### config.mk
export PLATFORM = sky130hd
export DESIGN_NAME = cmr_div
export DESIGN_NICKNAME = d
export VERILOG_FILES = /design/src/sv/cmr_pkg.sv /design/src/sv/cmr_div.sv
export SDC_FILE = /design/constraint.sdc
export NUM_CORES = 1
export LEC_CHECK = 0
export ABC_CLOCK_PERIOD_IN_PS = 5500
export BUFFER_PORTS_ARGS = -buffer_cell sky130_fd_sc_hd__buf_2
export CAP_MARGIN = 10
export CORE_ASPECT_RATIO = 0.9
export CORE_MARGIN = 2
export CORE_UTILIZATION = 35
export CTS_CLUSTER_DIAMETER = 200
export DETAILED_ROUTE_END_ITERATION = 12
export MAX_ROUTING_LAYER = met4
export PLACE_DENSITY = 0.56
export SKIP_LAST_GASP = 1
export SLEW_MARGIN = 25
export SYNTH_ARGS = -nofsm -noshare
export SYNTH_HDL_FRONTEND = slang
export SYNTH_SLANG_ARGS = --single-unit
### constraint.sdc
create_clock -name clk -period 5.5 [get_ports clk]
set_input_delay 1.65 -clock clk [delete_from_list [all_inputs] [get_ports clk]]
set_output_delay 1.65 -clock clk [all_outputs]
set_load 0.1 [all_outputs]
### src/sv/cmr_pkg.sv
// ----------------------------------------------------------------------------
// cmr_pkg: shared types and constants for the move-to-rectangle clipper
// Configuration register indexes, wall reset magnitude and the pipeline
// control bundle passed between the core and the divider.
// ----------------------------------------------------------------------------
package cmr_pkg;

	// Configuration register indexes
	typedef enum logic [1:0] {
		REG_MIN_X = 2'd0,
		REG_MIN_Y = 2'd1,
		REG_MAX_X = 2'd2,
		REG_MAX_Y = 2'd3
	} cfg_reg_t;

	// Wall positions after reset are plus and minus this value
	localparam int WALL_RESET_MAG = 16000;

	// Wall numbers, in test order
	localparam int WALL_LEFT  = 0;
	localparam int WALL_RIGHT = 1;
	localparam int WALL_LOW   = 2;
	localparam int WALL_HIGH  = 3;
	localparam int NUM_WALLS  = 4;

	// Pipeline control handed to a sub-pipeline
	typedef struct packed {
		logic advance;
		logic valid;
	} pipe_ctl_t;

endpackage

### src/sv/cmr_div.sv
// ----------------------------------------------------------------------------
// cmr_div: pipelined fraction divider
// Restoring division of a numerator not above the denominator, one quotient
// bit per stage, giving floor(num * 2^(QBITS-1) / den). Side data follows.
// ----------------------------------------------------------------------------
module cmr_div #(
	parameter int WIDTH  = 17,
	parameter int QBITS  = 17,
	parameter int SIDE_W = 8
) (
	input  logic                  clk,
	input  logic                  arst_n,
	input  cmr_pkg::pipe_ctl_t    ctl,
	input  logic [WIDTH-1:0]      num,
	input  logic [WIDTH-1:0]      den,
	input  logic [SIDE_W-1:0]     side,
	output logic                  out_vld,
	output logic [QBITS-1:0]      quot,
	output logic [SIDE_W-1:0]     side_out
);

	logic              vld_q  [QBITS];
	logic [WIDTH:0]    rem_q  [QBITS];
	logic [WIDTH-1:0]  den_q  [QBITS];
	logic [QBITS-1:0]  quo_q  [QBITS];
	logic [SIDE_W-1:0] side_q [QBITS];

	for (genvar i = 0; i < QBITS; i++) begin : g_stage
		logic [WIDTH:0]    r_in;
		logic [WIDTH-1:0]  d_in;
		logic [QBITS-1:0]  q_in;
		logic [SIDE_W-1:0] s_in;
		logic              v_in;
		logic              q_bit;

		// Take the partial remainder from the previous stage, doubled; the first stage takes the numerator
		always_comb begin
			if (i == 0) begin
				r_in = {1'b0, num};
				d_in = den;
				q_in = '0;
				s_in = side;
				v_in = ctl.valid;
			end else begin
				r_in = {rem_q[(i > 0) ? i-1 : 0][WIDTH-1:0], 1'b0};
				d_in = den_q[(i > 0) ? i-1 : 0];
				q_in = quo_q[(i > 0) ? i-1 : 0];
				s_in = side_q[(i > 0) ? i-1 : 0];
				v_in = vld_q[(i > 0) ? i-1 : 0];
			end
			q_bit = (r_in >= {1'b0, d_in});
		end

		// Advance valid bits
		always_ff @(posedge clk or negedge arst_n) begin
			if (!arst_n) begin
				vld_q[i] <= 1'b0;
			end else if (ctl.advance) begin
				vld_q[i] <= v_in;
			end
		end

		// Subtract where the divisor fits and shift in the quotient bit
		always_ff @(posedge clk) begin
			if (ctl.advance) begin
				rem_q[i]  <= q_bit ? (r_in - {1'b0, d_in}) : r_in;
				den_q[i]  <= d_in;
				quo_q[i]  <= {q_in[QBITS-2:0], q_bit};
				side_q[i] <= s_in;
			end
		end
	end

	assign out_vld  = vld_q[QBITS-1];
	assign quot     = quo_q[QBITS-1];
	assign side_out = side_q[QBITS-1];

endmodule

==> summary.md <==
| Metric | Value |
|---|---|
| Status | `complete, no violations` |
| EDFF count, synth | `833` |
| Post-synthesis cell type count | `79` |
| Logic depth of the worst register-to-register path | `9` |
| Clk_lat worst skew | `690 ps` |
| Static Leak | `19.11 nW` |
| Clk_skew | `26.92 ps` |
| Critical R2R Launch | `rem_q[0][199]$_DFFE_PP_` |
| Worst hold start | `side_q[0][78]$_DFFE_PP_` |
| Dominant register cell in the synthesized netlist | `edfxtp_1` |
| # rows | `121` |
| Synth Area in Adders | `9.230%` |
| Synth warn | `0` |
| Most instantiated cells after synthesis | `edfxtp_1 (833), inv_1 (347), ha_1 (288)` |
| Worst Max-Slew Pin Slew | `971.6 ps` |
| CTS resizes | `0` |
| CP Launch Type | `input port` |
| Final TNS setup | `0 ps` |
| Worst path required time | `5920 ps` |
| Area grow syn2layout | `13.48%` |
| Pre-antenna DRT Iters | `5` |
| Hold Path End | `side_q[0][86]$_DFFE_PP_` |
| Max cap viols | `0` |
| Simple-Gate Fraction of Synth Area | `6.502%` |
| Hold Path Stages | `0` |
| Main combinational cell family by area after synthesis | `compound AO/OA/AOI/OAI gates` |
| GRT Util Overall | `13.08%` |
| CP Class | `input port to register` |
| Max_slew headroom | `35.16%` |
| Post-synthesis cell count | `3,271` |
| Die width | `371.4 um` |
| Leading area contributor after synthesis | `edfxtp_1` |
| TritonCTS clock tree | `yes` |
| Post-Syn Area | `0.04251 mm2` |
| Sequential share of the synthesized area | `59.84%` |
| Worst R2R End | `rem_q[0][225]$_DFFE_PP_` |
| Post-Synth XOR/XNOR Area | `4.224%` |
| CORE AREA | `0.1207 mm2` |
| Remaining global-route overflow | `0` |
| Vias in the first global route | `24,700` |
| Post-route cell area | `0.04824 mm2` |
| Most numerous cell in the Yosys netlist | `edfxtp_1` |
| Data arrival time of the worst path | `4410 ps` |
| Crit path launch | `num[0]` |
| Chip height | `334.6 um` |
| Number of synthesized register bits | `850` |
| Hold buffers post-CTS | `0` |
| Max Root-Sink Buffers | `3` |
| Die ar. | `0.1243 mm2` |
| Crit end category | `register` |
| I/O pins | `72` |
| Synth top area cells | `edfxtp_1 (59%), ha_1 (8.5%), mux2_2 (4.8%), inv_1 (3.1%), a21oi_1 (2.8%)` |
| Yosys top cell area share | `58.84%` |
| Layout cells sized above 1 | `12.97%` |
| Vias per cell | `4.839` |
| Post-synthesis mux area share | `5.233%` |
| Slew Viols, Final | `0` |
| Crit path max fanout | `19` |
| Cts bufs inserted | `97` |
| Via Count | `24,640` |
| HP Class | `register to register` |
| Fmax | `250.7 MHz` |
| Root Buffer | `clkbuf_16` |
| Final worst-path cycle share | `72.54%` |
| Routed wire length | `78.16 mm` |
| CTS Sinks | `850` |
| RSZ-0062 raised after global routing | `no` |
| Clock period minus worst slack | `3989 ps` |
| Starting DRT DRC Count | `1,488` |
| Initial antenna violation count | `0` |
| CTS clk-pin slew, worst paths | `60 ps` |
| Post-synth ARST share | `2.000%` |
| # diodes | `0` |
| Final ANT Viol Nets | `0` |
| Number of H-tree levels | `3` |
| Setup violators final | `0` |
| Final Wtd Congestion | `0.8328` |
| Largest net degree at the start of global routing | `94` |
| I/O Buffers | `71` |
| PwrDens | `548.4 mW/mm2` |
| # Post-CTS Setup Buffers | `0` |
| HPWL after detailed placement | `55.40 mm` |
| Final Hold Fails | `0` |
| Syn nets | `3,621` |
| Flop-to-flop setup slack | `2030 ps` |
| Residual DRC | `0` |
| WL per Instance | `15.35 um` |
| Fillers | `11,290` |
| Worst VDD drop | `0.0002570 V` |
| Placed instance area | `0.04495 mm2` |
| First-pass GRT wire length | `127.6 mm` |
| Final #Nets | `3,766` |
| Syn avg cell area | `13.00 um2` |
| Starting density of the core | `35.23%` |
| Compound-Gate Fraction of Synth Area | `11.34%` |
==> power breakdown <==
| group | leakage [nW] | switching (mW) | internal (mW) |
|---|---|---|---|
| Clock | 1.57 | 2.62 | 3.97 |
| Sequential | 8.34 | 0.781 | 9.17 |
| Combinational | 9.20 | 5.34 | 4.58 |
| Total | 19.1 | 8.74 | 17.7 |
==> logic make-up (layout without fill, tap and decap cells) <==
family          Yosys count  after routing
compound gates          746            746
xor+xnor                205            205
fa+ha+maj               304            304
buf+inv                 394            616
flops                   850            850
mux                     199            199
simple gates            573            573
==> worst max-delay path by stage <==
stage                              to  slack [ps]
2_1_floorplan  rem_q[0][10]$_DFFE_PP_        1380
3_3_place_gp    rem_q[0][1]$_DFFE_PP_         790
3_5_place_dp   rem_q[0][14]$_DFFE_PP_         850
4_1_cts        rem_q[0][14]$_DFFE_PP_        1600
5_1_grt        rem_q[0][14]$_DFFE_PP_        1330
6_report       rem_q[0][14]$_DFFE_PP_        1510
==> cells in the final DEF (no fill, tap or decap), drive strengths merged, types with 11 or more instances in the layout <==
| cell | netlist | routed |
|---|---|---|
| a211o | 11 | 11 |
| a211oi | 24 | 24 |
| a21boi | 12 | 12 |
| a21o | 84 | 84 |
| a21oi | 240 | 240 |
| a31oi | 26 | 26 |
| and2 | 24 | 24 |
| and3 | 22 | 22 |
| buf | 20 | 93 |
| bufinv | 0 | 13 |
| clkbuf | 27 | 120 |
| clkinv | 0 | 32 |
| dfrtp | 17 | 17 |
| edfxtp | 833 | 833 |
| fa | 16 | 16 |
| ha | 288 | 288 |
| inv | 347 | 348 |
| mux2 | 186 | 186 |
| mux2i | 13 | 13 |
| nand2 | 156 | 156 |
| nand2b | 41 | 41 |
| nand3 | 42 | 42 |
| nand4 | 23 | 23 |
| nor2 | 169 | 169 |
| nor2b | 42 | 42 |
| nor3 | 16 | 16 |
| o21a | 44 | 44 |
| o21ai | 173 | 173 |
| o21bai | 12 | 12 |
| o31a | 14 | 14 |
| o31ai | 22 | 22 |
| xnor2 | 102 | 102 |
| xor2 | 103 | 103 |
==> registers in the layout (all words and copies together), names as in the netlist <==
name,cells
out_vld,1
den_q,272
g_stage.v_in,16
rem_q,272
side_q,136
quo_q,153
==> layout make-up <==
type / count / area [um2] / area share [%]
sequential: 850 / 25440 / 52.73
multi-input combinational: 2027 / 15540 / 32.21
clock buffer: 120 / 2597 / 5.384
tap: 1599 / 2001 / 4.147
inverter: 347 / 1303 / 2.700
clock inverter: 56 / 681.9 / 1.414
timing repair buffer: 93 / 680.7 / 1.411
==> layer usage <==
metal	vias up	share of wire, %	GRT usage [%]
met4	0	2.8	4.307
li1	12380	-	-
met5	-	0	-
met2	423	46	20.89
met3	155	3.7	2.418
met1	11690	47	16.77
==> critical path, stage by stage <==
cell and delay, ps:
buf_2 90, inv_1 30, ha_1 200, inv_1 70, fa_1 200, a21oi_1 110, o21ai_1 190, a21oi_2 120
o21ai_1 250, a221o_1 310, a2bb2oi_2 760, mux2_2 420
==> per-stage QoR <==
step / cells / hold WS, ps / utilization (%) / power (mW) / setup slack, ps
6_report: 5092 / 408.1 / 39.98 / 26.46 / 1511
5_1_grt: 5092 / 411.3 / 39.98 / 28.34 / 1332
4_1_cts: 5092 / 396.1 / 39.97 / 26.75 / 1599
3_5_place_dp: 4916 / 404.5 / 37.25 / 19.94 / 852.1
3_3_place_gp: 4915 / 400.2 / 37.25 / 19.89 / 787.2
2_1_floorplan: 3271 / 400.3 / - / 17.69 / 1383
Power figures use the tool's default switching activity.
